===== config.mk =====
export PLATFORM = sky130hd
export DESIGN_NAME = block_buffer_cache_manager
export DESIGN_NICKNAME = d
export VERILOG_FILES = /design/src/rtl/core/bbcm_pkg.sv /design/src/rtl/core/bbcm_datapath.sv /design/src/rtl/core/bbcm_ctrl.sv /design/src/rtl/core/block_buffer_cache_manager.sv
export SDC_FILE = /design/constraint.sdc
export NUM_CORES = 2
export LEC_CHECK = 0
export ABC_AREA = 1
export BUFFER_PORTS_ARGS = -buffer_cell sky130_fd_sc_hd__buf_2
export CAP_MARGIN = 40
export CORE_MARGIN = 5
export CORE_UTILIZATION = 40
export CTS_CLUSTER_SIZE = 16
export DETAILED_ROUTE_END_ITERATION = 16
export PLACE_DENSITY = 0.57
export RECOVER_POWER = 50
export SYNTH_ARGS = -nofsm -noshare
export SYNTH_HDL_FRONTEND = slang
export SYNTH_HIERARCHICAL = 1
export SYNTH_SLANG_ARGS = --single-unit

===== constraint.sdc =====
create_clock -name clk -period 10.95 [get_ports clk]
set_clock_uncertainty 0.1 [all_clocks]
set_input_delay 0 -clock clk [delete_from_list [all_inputs] [get_ports clk]]
set_output_delay 0 -clock clk [all_outputs]
set_load 0.01 [all_outputs]

===== src/rtl/core/bbcm_pkg.sv =====
// ============================================================================
// bbcm_pkg: shared types and constants for the block buffer cache manager
// Holds the payload structs, command and error codes, and the
// controller/datapath command and status bundles.
// ============================================================================
package bbcm_pkg;

  localparam int unsigned BUFFER_COUNT_DEF      = 16;
  localparam int unsigned BLOCK_NUMBER_BITS_DEF = 16;
  localparam int unsigned MAX_REFERENCES_DEF    = 255;

  typedef enum logic [1:0] {
    CMD_GET  = 2'd0,
    CMD_PUT  = 2'd1,
    CMD_SYNC = 2'd2,
    CMD_NONE = 2'd3
  } cmd_t;

  typedef enum logic [1:0] {
    ERR_OK       = 2'd0,
    ERR_ALL_BUSY = 2'd1,
    ERR_UNUSED   = 2'd2,
    ERR_OVERFLOW = 2'd3
  } err_t;

  typedef struct packed {
    logic [1:0]  command;
    logic [15:0] block_number;
    logic        fetch_wanted;
    logic [3:0]  buffer_index;
    logic        to_front;
    logic        write_now;
    logic        modified;
  } in_item_t;

  typedef struct packed {
    logic [3:0]  slot;
    logic        hit;
    logic        fetch_needed;
    logic        write_back_valid;
    logic [15:0] write_back_block;
    logic [1:0]  error_code;
    logic [4:0]  flushed_total;
    logic        last;
  } out_item_t;

  // Controller to datapath commands.
  typedef struct packed {
    logic load;       // capture the input item, clear walk pointer
    logic match;      // run the tag match and register the result
    logic get_hit;    // commit or report a hit
    logic scan_step;  // examine one LRU position, advance pointer
    logic get_miss;   // take the victim found by the scan
    logic get_fail;   // report all busy
    logic put_check;  // validate put, decrement
    logic move_step;  // one shift of the LRU chain
    logic put_done;   // finish put result
    logic sync_step;  // examine one LRU position for dirty
    logic sync_done;  // final sync result
  } dp_cmd_t;

  typedef struct packed {
    logic       is_hit;
    logic       scan_found;
    logic       scan_end;
    logic       walk_end;
    logic       put_bad;
    logic       put_zero;
    logic       move_end;
    logic       sync_dirty;
    logic       out_full;
  } dp_stat_t;

endpackage


===== src/rtl/core/bbcm_datapath.sv =====
// ============================================================================
// bbcm_datapath: tag, count, dirty and LRU storage with walk logic
// One LRU position is examined or shifted per cycle, but scan and sync steps wait
// while a result is stalled; results go to an output register.
// ============================================================================
module bbcm_datapath #(
  parameter int unsigned BUFFER_COUNT      = bbcm_pkg::BUFFER_COUNT_DEF,
  parameter int unsigned BLOCK_NUMBER_BITS = bbcm_pkg::BLOCK_NUMBER_BITS_DEF,
  parameter int unsigned MAX_REFERENCES    = bbcm_pkg::MAX_REFERENCES_DEF
) (
  input  logic                clk,
  input  logic                rst_n,
  input  bbcm_pkg::in_item_t  in_data,
  input  bbcm_pkg::dp_cmd_t   cmd,
  output bbcm_pkg::dp_stat_t  stat,
  output logic                out_valid,
  input  logic                out_stall,
  output bbcm_pkg::out_item_t out_data
);

  localparam int unsigned IW = (BUFFER_COUNT > 1) ? $clog2(BUFFER_COUNT) : 1;
  localparam int unsigned PW = $clog2(BUFFER_COUNT + 1);
  localparam int unsigned CW = $clog2(MAX_REFERENCES + 1);
  localparam int unsigned BW = BLOCK_NUMBER_BITS;

  logic [BW-1:0] tag_mem [BUFFER_COUNT];
  logic [BUFFER_COUNT-1:0] valid_r, valid_nxt;
  logic [BUFFER_COUNT-1:0] dirty_r, dirty_nxt;
  logic [CW-1:0] cnt_r [BUFFER_COUNT];
  logic [CW-1:0] cnt_nxt [BUFFER_COUNT];
  logic [IW-1:0] lru_r [BUFFER_COUNT];
  logic [IW-1:0] lru_nxt [BUFFER_COUNT];
  logic [PW-1:0] busy_r, busy_nxt;

  bbcm_pkg::in_item_t item_r;
  logic [PW-1:0] ptr_r, ptr_nxt;
  logic [IW-1:0] hit_idx_r, hit_idx_nxt;
  logic          hit_r, hit_nxt;
  logic [PW-1:0] nflush_r, nflush_nxt;
  logic          tag_we;
  logic [IW-1:0] tag_wa;

  logic          ov_r, ov_nxt;
  bbcm_pkg::out_item_t od_r, od_nxt;

  logic [IW-1:0] cur_buf;
  logic [IW-1:0] pidx;
  logic [BW-1:0] cur_tag, pidx_tag;

  assign cur_buf = lru_r[ptr_r[IW-1:0]];
  assign cur_tag = tag_mem[cur_buf];
  assign pidx    = IW'(item_r.buffer_index);
  assign pidx_tag = tag_mem[pidx];

  always_comb begin
    stat = '0;
    stat.is_hit     = hit_r;
    stat.scan_found = (ptr_r < PW'(BUFFER_COUNT)) && (cnt_r[cur_buf] == '0);
    stat.scan_end   = (ptr_r >= PW'(BUFFER_COUNT)) || (busy_r >= PW'(BUFFER_COUNT));
    stat.walk_end   = (ptr_r >= PW'(BUFFER_COUNT));
    stat.put_bad    = (32'(item_r.buffer_index) >= BUFFER_COUNT) ||
                      (cnt_r[pidx] == '0);
    stat.put_zero   = (cnt_r[pidx] == CW'(1));
    stat.move_end   = item_r.to_front ? (ptr_r == '0)
                                      : (ptr_r >= PW'(BUFFER_COUNT - 1));
    stat.sync_dirty = (ptr_r < PW'(BUFFER_COUNT)) && dirty_r[cur_buf];
    stat.out_full   = ov_r && out_stall;
  end

  always_comb begin
    valid_nxt   = valid_r;
    dirty_nxt   = dirty_r;
    cnt_nxt     = cnt_r;
    lru_nxt     = lru_r;
    busy_nxt    = busy_r;
    ptr_nxt     = ptr_r;
    hit_idx_nxt = hit_idx_r;
    hit_nxt     = hit_r;
    nflush_nxt  = nflush_r;
    ov_nxt      = ov_r && out_stall;
    od_nxt      = od_r;
    tag_we      = 1'b0;
    tag_wa      = cur_buf;

    if (cmd.load) begin
      ptr_nxt    = '0;
      nflush_nxt = '0;
      hit_nxt    = 1'b0;
    end
    if (cmd.match) begin
      for (int i = 0; i < BUFFER_COUNT; i++) begin
        if (!hit_nxt && valid_r[i] && tag_mem[i] == BW'(item_r.block_number)) begin
          hit_nxt     = 1'b1;
          hit_idx_nxt = IW'(i);
        end
      end
      if (item_r.command == bbcm_pkg::CMD_PUT) begin
        // locate the released buffer in the chain
        for (int i = 0; i < BUFFER_COUNT; i++) begin
          if (32'(lru_r[i]) == 32'(item_r.buffer_index)) ptr_nxt = PW'(i);
        end
      end
    end
    if (cmd.get_hit) begin
      od_nxt      = '0;
      od_nxt.slot = 4'(hit_idx_r);
      od_nxt.hit  = 1'b1;
      od_nxt.last = 1'b1;
      if (32'(cnt_r[hit_idx_r]) >= MAX_REFERENCES) begin
        od_nxt.error_code = bbcm_pkg::ERR_OVERFLOW;
      end else begin
        if (cnt_r[hit_idx_r] == '0) busy_nxt = busy_r + 1'b1;
        cnt_nxt[hit_idx_r] = cnt_r[hit_idx_r] + 1'b1;
      end
      ov_nxt = 1'b1;
    end
    if (cmd.scan_step) ptr_nxt = ptr_r + 1'b1;
    if (cmd.get_miss) begin
      od_nxt                  = '0;
      od_nxt.slot             = 4'(cur_buf);
      od_nxt.fetch_needed     = item_r.fetch_wanted;
      od_nxt.write_back_valid = dirty_r[cur_buf];
      od_nxt.write_back_block = (dirty_r[cur_buf] && valid_r[cur_buf]) ?
                                16'(cur_tag) : '0;
      od_nxt.last             = 1'b1;
      busy_nxt          = busy_r + 1'b1;
      dirty_nxt[cur_buf] = 1'b0;
      valid_nxt[cur_buf] = 1'b1;
      cnt_nxt[cur_buf]   = CW'(1);
      tag_we            = 1'b1;
      ov_nxt            = 1'b1;
    end
    if (cmd.get_fail) begin
      od_nxt            = '0;
      od_nxt.error_code = bbcm_pkg::ERR_ALL_BUSY;
      od_nxt.last       = 1'b1;
      ov_nxt            = 1'b1;
    end
    if (cmd.put_check) begin
      od_nxt      = '0;
      od_nxt.slot = item_r.buffer_index;
      od_nxt.last = 1'b1;
      if (stat.put_bad) begin
        od_nxt.error_code = bbcm_pkg::ERR_UNUSED;
        ov_nxt            = 1'b1;
      end else begin
        if (item_r.modified) dirty_nxt[pidx] = 1'b1;
        cnt_nxt[pidx] = cnt_r[pidx] - 1'b1;
        if (stat.put_zero && busy_r != '0) busy_nxt = busy_r - 1'b1;
      end
    end
    if (cmd.move_step) begin
      // swap neighbor into place; released buffer bubbles toward the front or the rear, as to_front selects
      if (item_r.to_front) begin
        lru_nxt[ptr_r[IW-1:0]]       = lru_r[ptr_r[IW-1:0] - 1'b1];
        lru_nxt[ptr_r[IW-1:0] - 1'b1] = lru_r[ptr_r[IW-1:0]];
        ptr_nxt = ptr_r - 1'b1;
      end else begin
        lru_nxt[ptr_r[IW-1:0]]       = lru_r[ptr_r[IW-1:0] + 1'b1];
        lru_nxt[ptr_r[IW-1:0] + 1'b1] = lru_r[ptr_r[IW-1:0]];
        ptr_nxt = ptr_r + 1'b1;
      end
    end
    if (cmd.put_done) begin
      if (item_r.write_now && dirty_r[pidx] && cnt_r[pidx] == '0) begin
        od_nxt.write_back_valid = 1'b1;
        od_nxt.write_back_block = valid_r[pidx] ? 16'(pidx_tag) : '0;
        dirty_nxt[pidx] = 1'b0;
      end
      ov_nxt = 1'b1;
    end
    if (cmd.sync_step) begin
      if (stat.sync_dirty) begin
        od_nxt                  = '0;
        od_nxt.slot             = 4'(cur_buf);
        od_nxt.write_back_valid = 1'b1;
        od_nxt.write_back_block = valid_r[cur_buf] ? 16'(cur_tag) : '0;
        dirty_nxt[cur_buf] = 1'b0;
        nflush_nxt = nflush_r + 1'b1;
        ov_nxt     = 1'b1;
      end
      ptr_nxt = ptr_r + 1'b1;
    end
    if (cmd.sync_done) begin
      od_nxt               = '0;
      od_nxt.flushed_total = 5'(nflush_r);
      od_nxt.last          = 1'b1;
      ov_nxt               = 1'b1;
    end
  end

  always_ff @(posedge clk) begin
    if (cmd.load) item_r <= in_data;
    if (tag_we) tag_mem[tag_wa] <= BW'(item_r.block_number);
    od_r <= od_nxt;
  end

  always_ff @(posedge clk) begin
    if (!rst_n) begin
      valid_r   <= '0;
      dirty_r   <= '0;
      busy_r    <= '0;
      ptr_r     <= '0;
      hit_r     <= 1'b0;
      hit_idx_r <= '0;
      nflush_r  <= '0;
      ov_r      <= 1'b0;
      for (int i = 0; i < BUFFER_COUNT; i++) begin
        cnt_r[i] <= '0;
        lru_r[i] <= IW'(i);
      end
    end else begin
      valid_r   <= valid_nxt;
      dirty_r   <= dirty_nxt;
      busy_r    <= busy_nxt;
      ptr_r     <= ptr_nxt;
      hit_r     <= hit_nxt;
      hit_idx_r <= hit_idx_nxt;
      nflush_r  <= nflush_nxt;
      ov_r      <= ov_nxt;
      cnt_r     <= cnt_nxt;
      lru_r     <= lru_nxt;
    end
  end

  assign out_valid = ov_r;
  assign out_data  = od_r;

endmodule


===== src/rtl/core/bbcm_ctrl.sv =====
// ============================================================================
// bbcm_ctrl: command sequencer
// Steps get, put and sync through match, scan, chain move and result phases.
// ============================================================================
module bbcm_ctrl (
  input  logic               clk,
  input  logic               rst_n,
  input  logic               in_valid,
  output logic               in_stall,
  input  bbcm_pkg::in_item_t in_data,
  output bbcm_pkg::dp_cmd_t  cmd,
  input  bbcm_pkg::dp_stat_t stat
);

  typedef enum logic [8:0] {
    S_IDLE  = 9'b000000001,
    S_MATCH = 9'b000000010,
    S_GET   = 9'b000000100,
    S_SCAN  = 9'b000001000,
    S_PUT   = 9'b000010000,
    S_MOVE  = 9'b000100000,
    S_PDONE = 9'b001000000,
    S_SYNC  = 9'b010000000,
    S_WAIT  = 9'b100000000
  } state_t;

  state_t state_r, state_nxt;
  logic [1:0] op_r, op_nxt;

  assign in_stall = (state_r != S_IDLE) || stat.out_full;

  always_comb begin
    state_nxt = state_r;
    op_nxt    = op_r;
    cmd       = '0;
    unique case (state_r)
      S_IDLE: begin
        if (in_valid && !stat.out_full) begin
          cmd.load = 1'b1;
          op_nxt   = in_data.command;
          if (in_data.command != bbcm_pkg::CMD_NONE) state_nxt = S_MATCH;
        end
      end
      S_MATCH: begin
        cmd.match = 1'b1;
        unique case (op_r)
          bbcm_pkg::CMD_GET:  state_nxt = S_GET;
          bbcm_pkg::CMD_PUT:  state_nxt = S_PUT;
          default:            state_nxt = S_SYNC;
        endcase
      end
      S_GET: begin
        if (!stat.out_full) begin
          if (stat.is_hit) begin
            cmd.get_hit = 1'b1;
            state_nxt   = S_IDLE;
          end else begin
            state_nxt = S_SCAN;
          end
        end
      end
      S_SCAN: begin
        if (!stat.out_full) begin
          if (stat.scan_end) begin
            cmd.get_fail = 1'b1;
            state_nxt    = S_IDLE;
          end else if (stat.scan_found) begin
            cmd.get_miss = 1'b1;
            state_nxt    = S_IDLE;
          end else begin
            cmd.scan_step = 1'b1;
          end
        end
      end
      S_PUT: begin
        if (!stat.out_full) begin
          cmd.put_check = 1'b1;
          if (stat.put_bad) state_nxt = S_IDLE;
          else if (stat.put_zero) state_nxt = S_MOVE;
          else state_nxt = S_PDONE;
        end
      end
      S_MOVE: begin
        if (stat.move_end) state_nxt = S_PDONE;
        else cmd.move_step = 1'b1;
      end
      S_PDONE: begin
        cmd.put_done = 1'b1;
        state_nxt    = S_IDLE;
      end
      S_SYNC: begin
        // walk the whole chain regardless of how many buffers are busy
        if (!stat.out_full) begin
          if (stat.walk_end) begin
            cmd.sync_done = 1'b1;
            state_nxt     = S_WAIT;
          end else begin
            cmd.sync_step = 1'b1;
          end
        end
      end
      S_WAIT: state_nxt = S_IDLE;
      default: state_nxt = S_IDLE;
    endcase
  end

  always_ff @(posedge clk) begin
    if (!rst_n) begin
      state_r <= S_IDLE;
      op_r    <= bbcm_pkg::CMD_GET;
    end else begin
      state_r <= state_nxt;
      op_r    <= op_nxt;
    end
  end

endmodule


===== src/rtl/core/block_buffer_cache_manager.sv =====
// ============================================================================
// block_buffer_cache_manager: LRU buffer tag manager with reference counts
// Sequencer plus storage datapath; one command at a time.
// ============================================================================
//  channel | ports                       | direction
//  input   | in_valid in_stall in_data   | command in
//  output  | out_valid out_stall out_data| results out
//
//  get hit: tag match only; get miss: scans LRU positions for a free buffer.
//  put: moves the buffer along the chain when its count hits zero.
//  sync: walks all BUFFER_COUNT positions, one result per dirty buffer plus a total.
//  Synchronous active-low reset; a stalled result holds the sequencer in place
//  for as long as it lasts.
module block_buffer_cache_manager #(
  parameter int unsigned BUFFER_COUNT      = bbcm_pkg::BUFFER_COUNT_DEF,
  parameter int unsigned BLOCK_NUMBER_BITS = bbcm_pkg::BLOCK_NUMBER_BITS_DEF,
  parameter int unsigned MAX_REFERENCES    = bbcm_pkg::MAX_REFERENCES_DEF
) (
  input  logic                clk,
  input  logic                rst_n,
  input  logic                in_valid,
  output logic                in_stall,
  input  bbcm_pkg::in_item_t  in_data,
  output logic                out_valid,
  input  logic                out_stall,
  output bbcm_pkg::out_item_t out_data
);

  bbcm_pkg::dp_cmd_t  cmd;
  bbcm_pkg::dp_stat_t stat;

  bbcm_ctrl u_ctrl (
    .clk, .rst_n, .in_valid, .in_stall, .in_data, .cmd, .stat
  );

  bbcm_datapath #(
    .BUFFER_COUNT(BUFFER_COUNT),
    .BLOCK_NUMBER_BITS(BLOCK_NUMBER_BITS),
    .MAX_REFERENCES(MAX_REFERENCES)
  ) u_dp (
    .clk, .rst_n, .in_data, .cmd, .stat, .out_valid, .out_stall, .out_data
  );

  a_stall_hold: assert property (@(posedge clk) disable iff (!rst_n)
    out_valid && out_stall |=> out_valid && $stable(out_data))
    else $error("result changed under stall");
  a_busy_in: assert property (@(posedge clk) disable iff (!rst_n)
    out_valid && out_stall |-> in_stall)
    else $error("input taken while result stalled");
  a_one_cmd: assert property (@(posedge clk) disable iff (!rst_n)
    $countones({cmd.get_hit, cmd.get_miss, cmd.get_fail, cmd.put_done,
                cmd.sync_done}) <= 1)
    else $error("two result commands at once");

endmodule


== After elaboration in Yosys (flattened, before gate mapping) ==
Memory sizes are Yosys's and may differ from the RTL's. A register that Yosys moved wholly into a read port is not among the register bits.
Cells that the tools add are included.
Widths: inputs -> output; s select.

* Add/subtract/negate cells: 9
* Bitwise operators: 16
* Mux-type cells: 208
* Order comparisons: 21
* Reduce and logical (&&, ||, !) cells: 77
* Eq/ne operators: 54

{| class="wikitable"
|+ Operator list
! cell !! number
|-
| $mux 128 || 5
|-
| $bwmux 128 || 2
|-
| $bwmux 64 || 4
|-
| $eq 16x16->1 || 16
|-
| $mux 31 || 6
|-
| $mux 16 || 11
|-
| $mux 5 || 33
|-
| $and 112x112->112 || 1
|-
| $not 112->112 || 1
|-
| $mux 4 || 27
|-
| $bmux 8 s4 || 3
|-
| $demux 8 s4 || 3
|-
| $mux 9 || 10
|-
| $mux 8 || 9
|-
| $mux 1 || 68
|-
| $eq 4x4->1 || 16
|-
| $mux 64 || 1
|-
| $pmux 9 s7 || 1
|-
| $and 16x16->16 || 3
|-
| $bmux 4 s4 || 3
|-
| $demux 4 s4 || 3
|-
| $logic_and 1x1->1 || 48
|-
| $or 16x16->16 || 3
|-
| $ge 5x5->1 const B || 8
|-
| other kinds (45) || 100
|}

* Output and inout port bits: 33
* Bits in writable memories: 256
* Memories kept: 1
* Register bits after elaboration: 313

{| class="wikitable"
|+ Memory list
! name !! depth !! bits a word !! read ports !! clocked after memory_dff !! write ports !! line !! RTL
|-
| u_dp.tag_mem || 16 || 16 || 18 || 1 || 1 || bbcm_datapath.sv:26 || <nowiki>logic [BW-1:0] tag_mem [BUFFER_COUNT];</nowiki>
|}

== Longest topological paths before layout ==
* Word-level depth: 86
* Gate-level depth with buffers: 31
* Gate-level depth less buffers: 26

== Hierarchy ==
Netlist, hierarchy kept.

{| class="wikitable"
|+ Modules (own cells, without submodules)
! module !! times used !! seq. area each (um2) !! area each (um2) !! cells an instance
|-
| bbcm_datapath || 1 || 14073.5 || 37073.1 || 5156
|-
| bbcm_ctrl || 1 || 220.2 || 908.4 || 135
|}

== Worst setup path before layout ==
No wires, ideal clock.

* Kind: reg-to-reg
* Start point: reg u_dp.ptr_r[0]
* End point: reg u_dp/cnt_r[69] in the netlist's numbering
* Period minus slack after synthesis: 4.656 ns
* Cell stages (with the launch flop): 30
* Arrival time: 4.423 ns
* Setup slack: 6.294 ns
* Data required time: 10.718 ns
* Buffers on the path: 6
* Cell sequence: dfxtp_1 buf_6 inv_4 buf_6 o21ai_1 nand2_1 nand2_1 nand2_2 nor2_4 buf_6 nor2_4 inv_4 buf_6 buf_4 nor2_1 o21ai_0 nand2_1 a211oi_1 nand3_1 a211oi_1 nand2_1 nor2_1 clkinv_1 clkbuf_1 nor2_1 inv_1 nand2_2 a21oi_1 o21ai_1 a21oi_1

{| class="wikitable"
|+ RTL lines
! element !! line !! RTL
|-
| from (decl) || bbcm_datapath.sv:36 || <nowiki>logic [PW-1:0] ptr_r, ptr_nxt;</nowiki>
|-
| from (signal assigned) || bbcm_datapath.sv:216 || <nowiki>ptr_r <= ptr_nxt;</nowiki>
|-
| to (signal assigned) || bbcm_datapath.sv:221 || <nowiki>cnt_r <= cnt_nxt;</nowiki>
|-
| to (decl) || bbcm_datapath.sv:29 || <nowiki>logic [CW-1:0] cnt_r [BUFFER_COUNT];</nowiki>
|}

== Worst setup path in the final report ==
* Start point: reg u_dp.ptr_r[0]
* End point: reg u_dp.nflush_r[3]

* Cells in the longest elaborated chain, start to end: 9
* Elaborated cells on any way between the ends: 14
* Classes of those cells: order compare: 2; mux: 10; bitwise: 1; reduce/logical: 1

{| class="wikitable"
|+ RTL lines
! element !! line !! RTL
|-
| $not 4->5 (implied by the code) || bbcm_datapath.sv:50 || <nowiki>assign cur_buf = lru_r[ptr_r[IW-1:0]];</nowiki>
|-
| $bmux 4 s4 || bbcm_datapath.sv:50 ||
|-
| $mux 4 (implied by the code) (2 in series) || bbcm_datapath.sv:50 ||
|-
| $bmux 1 s4 || bbcm_datapath.sv:66 || <nowiki>stat.sync_dirty = (ptr_r < PW'(BUFFER_COUNT)) && dirty_r[cur_buf];</nowiki>
|-
| $mux 1 (implied by the code) || bbcm_datapath.sv:66 ||
|-
| $logic_and 1x1->1 || bbcm_datapath.sv:66 ||
|-
| $mux 5 || bbcm_datapath.sv:173 || <nowiki>if (stat.sync_dirty) begin</nowiki>
|-
| $mux 5 (*) || bbcm_datapath.sv:172 || <nowiki>if (cmd.sync_step) begin</nowiki>
|-
| to (signal assigned) || bbcm_datapath.sv:219 || <nowiki>nflush_r <= nflush_nxt;</nowiki>
|-
| to (decl) || bbcm_datapath.sv:39 || <nowiki>logic [PW-1:0] nflush_r, nflush_nxt;</nowiki>
|}

Every way passes the cells marked *; elsewhere a longest branch is shown, timed or not. The select of a mux whose other input is x is not followed.
A chain may end at the register's enable or synchronous reset.

==> results_dict.tcl <==
set metrics [dict create \
    crit_chain "buf_16 -> clkinvlp_2 -> o21ai_0 -> nand2_1 -> nand2_1 -> nand2_2 -> nor2_1 -> buf_4 -> inv_1 -> nor2_4 -> clkinv_2 -> buf_4 -> o22ai_1 -> o21ai_0 -> nand2_1 -> nor2_8 -> nand2_1 -> inv_2 -> o21ai_0 -> o21bai_1 -> a21oi_1" \
    yosys_warnings 6 \
    maxSlewHeadroom_pct -87.5 \
    netlist_area_mm2 0.0380 \
    end_kind "register" \
    crit_family "buffers and inverters" \
    die_y_um 318 \
    power_switching_w 0.00491 \
    p_int_w 0.00507 \
    cpMostUsedCell "nand2_1" \
    gp_congestion 1.02 \
    cts_resized 0 \
    vias_per_cell 6.22 \
    drive_above_1_share_pct 7.66 \
    hp-class "input pin to register" \
    cts_tree "yes" \
    peakVddDrop_mv 0.196 \
    via_count 41200 \
    place_hpwl_um 125000 \
    grt_pass1_vias 37500 \
    drt-pass1-iter-count 6 \
    num_rows 113 \
    arrival_ps 9080 \
    nNetsFinal 5343 \
    cp.required_ps 11390 \
    insertion_delay_ps 660 \
    initial_core_util_pct 40.1 \
    grt_pass1_wl_um 256000 \
    fp.coreArea_mm2 0.0946 \
    path_max_fanout 92 \
    status "complete, but fails checks" \
    post_cts_buffers 0 \
    violations "max-capacitance violations, max-slew violations" \
    path_clk_slew_ps 60 \
    syn2layout_area_growth_pct 11.1 \
    wirelength_um 178000 \
    max_freq_mhz 116 \
    slowest_stage "nand2_1" \
    clock-root-buffer "clkbuf_16" \
    p_leak_nw 16.0 \
    cts_buffer_depth 3 \
    postSynthCellCount 5290 \
    final_cell_count_no_fill 6618 \
    placed_cells 6436 \
    die_w_um 318 \
    setup_tns_ps 0 \
    cts_hold_buf 53 \
    switching_share_pct 49.2 \
    combPwrFrac_pct 49.0 \
    antenna_found_initial 4 \
    drc 0 \
    finalSetupViolCount 0 \
    grt_overflow_total 0 \
    ios 63 \
    drv_slew 501 \
    clkPwrFrac_pct 24.2 \
    syn_nets 5337 \
    worst-path-buf-inv 7 \
    rsz0062_at_grt "false" \
    slowest_delay_ps 1330 \
    track_usage_pct 33.3 \
    drt-wirelength-per-cell_um 26.9 \
    die_area_mm2 0.101 \
    pwr-share-seq_pct 26.7 \
    cap_violations 17 \
    crit_type "register to register" \
    synth_area_per_cell_um2 7.18 \
    period_minus_slack_ps 8640 \
    grt_max_degree 93 \
    power_density_mw_per_mm2 237 \
    port_buffers 62 \
    clock_sinks 573 \
    total_power_w 0.00998 \
    ant_nets 0 \
    htreeDepth 3 \
    drt_iter0_drc 6075 \
    fin_crit_sh_pct 78.9 \
    startpoint_type "register" \
    tightestPinTransition_ps 2810 \
    hold_violations 0 \
    cts_buffers 70 \
]
stage by stage:
step / setup slack, ps / util [%] / area, µm² / hold WS, ps
final: 2310 / 44.6 / 42200 / 96.5
after global routing: 1910 / 44.6 / 42200 / 127
after CTS: 4390 / 44.8 / 42400 / 14.7
after detailed placement: 4390 / 41.8 / 39600 / 78.6
after global placement: 3730 / 41.3 / 39000 / 78.6
after floorplan: 6290 / - / 38000 / -1.13
final timing paths:
path	startpoint	end	slack [ps]	depth (start not counted)
setup / recovery	u_dp/ptr_r[0]	u_dp/nflush_r[3]	2310	21
hold / removal	in_data[6]	u_dp/pidx[3]	100	2
setup reg to reg	u_dp/ptr_r[0]	u_dp/nflush_r[3]	2310	21
hold reg to reg	u_dp/out_data[1]	u_dp/out_data[1]	380	2
power by group through the flow:
stage	logic (W)	clock network, W	registers (W)
2_1_floorplan	0.00283	0	0.00267
3_3_place_gp	0.00463	0	0.00270
3_5_place_dp	0.00474	0	0.00269
4_1_cts	0.00477	0.00244	0.00264
5_1_grt	0.00509	0.00253	0.00268
6_report	0.00490	0.00242	0.00267
layout by cell type (no fill, tap or decap), types with 10 or more instances in the layout:
| master | n |
|---|---|
| ha_1 | 17 |
| edfxtp_1 | 282 |
| nor3_1 | 58 |
| buf_4 | 70 |
| nand2_1 | 998 |
| o21ai_1 | 156 |
| a31oi_1 | 15 |
| clkinv_2 | 15 |
| a21oi_1 | 497 |
| inv_2 | 37 |
| nor2_2 | 28 |
| o2111ai_1 | 17 |
| xor2_1 | 60 |
| a221oi_1 | 22 |
| dlygate4sd3_1 | 53 |
| nor4_1 | 56 |
| o21ai_0 | 536 |
| o211ai_1 | 58 |
| nor2_1 | 417 |
| a22oi_1 | 17 |
| inv_1 | 555 |
| o221ai_1 | 42 |
| buf_2 | 22 |
| buf_16 | 10 |
| clkbuf_16 | 73 |
| dfxtp_1 | 289 |
| xnor2_1 | 89 |
| nand3_2 | 13 |
| o22ai_1 | 269 |
| clkinv_1 | 15 |
| a211oi_1 | 19 |
| nand3_1 | 161 |
| nand4_1 | 84 |
| or2_2 | 17 |
| nand2_2 | 33 |
| clkbuf_1 | 82 |
state kept, by name, summed over array words and instances, names as in the netlist, 9 cells and up, named ones only:
| register | count |
|---|---|
| u_ctrl/state_r | 9 |
| u_dp/tag_mem | 256 |
| u_dp/cnt_r | 128 |
| u_dp/dirty_r | 16 |
| u_dp/out_data | 31 |
| u_dp/item_r | 22 |
| u_dp/valid_r | 16 |
| u_dp/lru_r | 64 |
final cells by class:
| cell class | instances | area (µm²) |
|---|---|---|
| diodes | 3 | 7.51 |
| clock buffers | 92 | 1960 |
| clock inverters | 34 | 368 |
| fillers | 9700 | 52400 |
| inverters | 610 | 2310 |
| multi-input cells | 3804 | 19800 |
| flip-flops and latches | 573 | 14300 |
| well taps | 1265 | 1580 |
| repair buffers | 237 | 1870 |
per-layer routing:
layer / vias up / GRT usage, % / routed length [µm]
met5: - / 0 / 13
met4: 2 / 20.5 / 14300
met3: 674 / 6.33 / 18300
met2: 2875 / 51.8 / 77000
met1: 19300 / 42.9 / 68300
li1: 18400 / - / -
(Power assumes the default switching activity.)
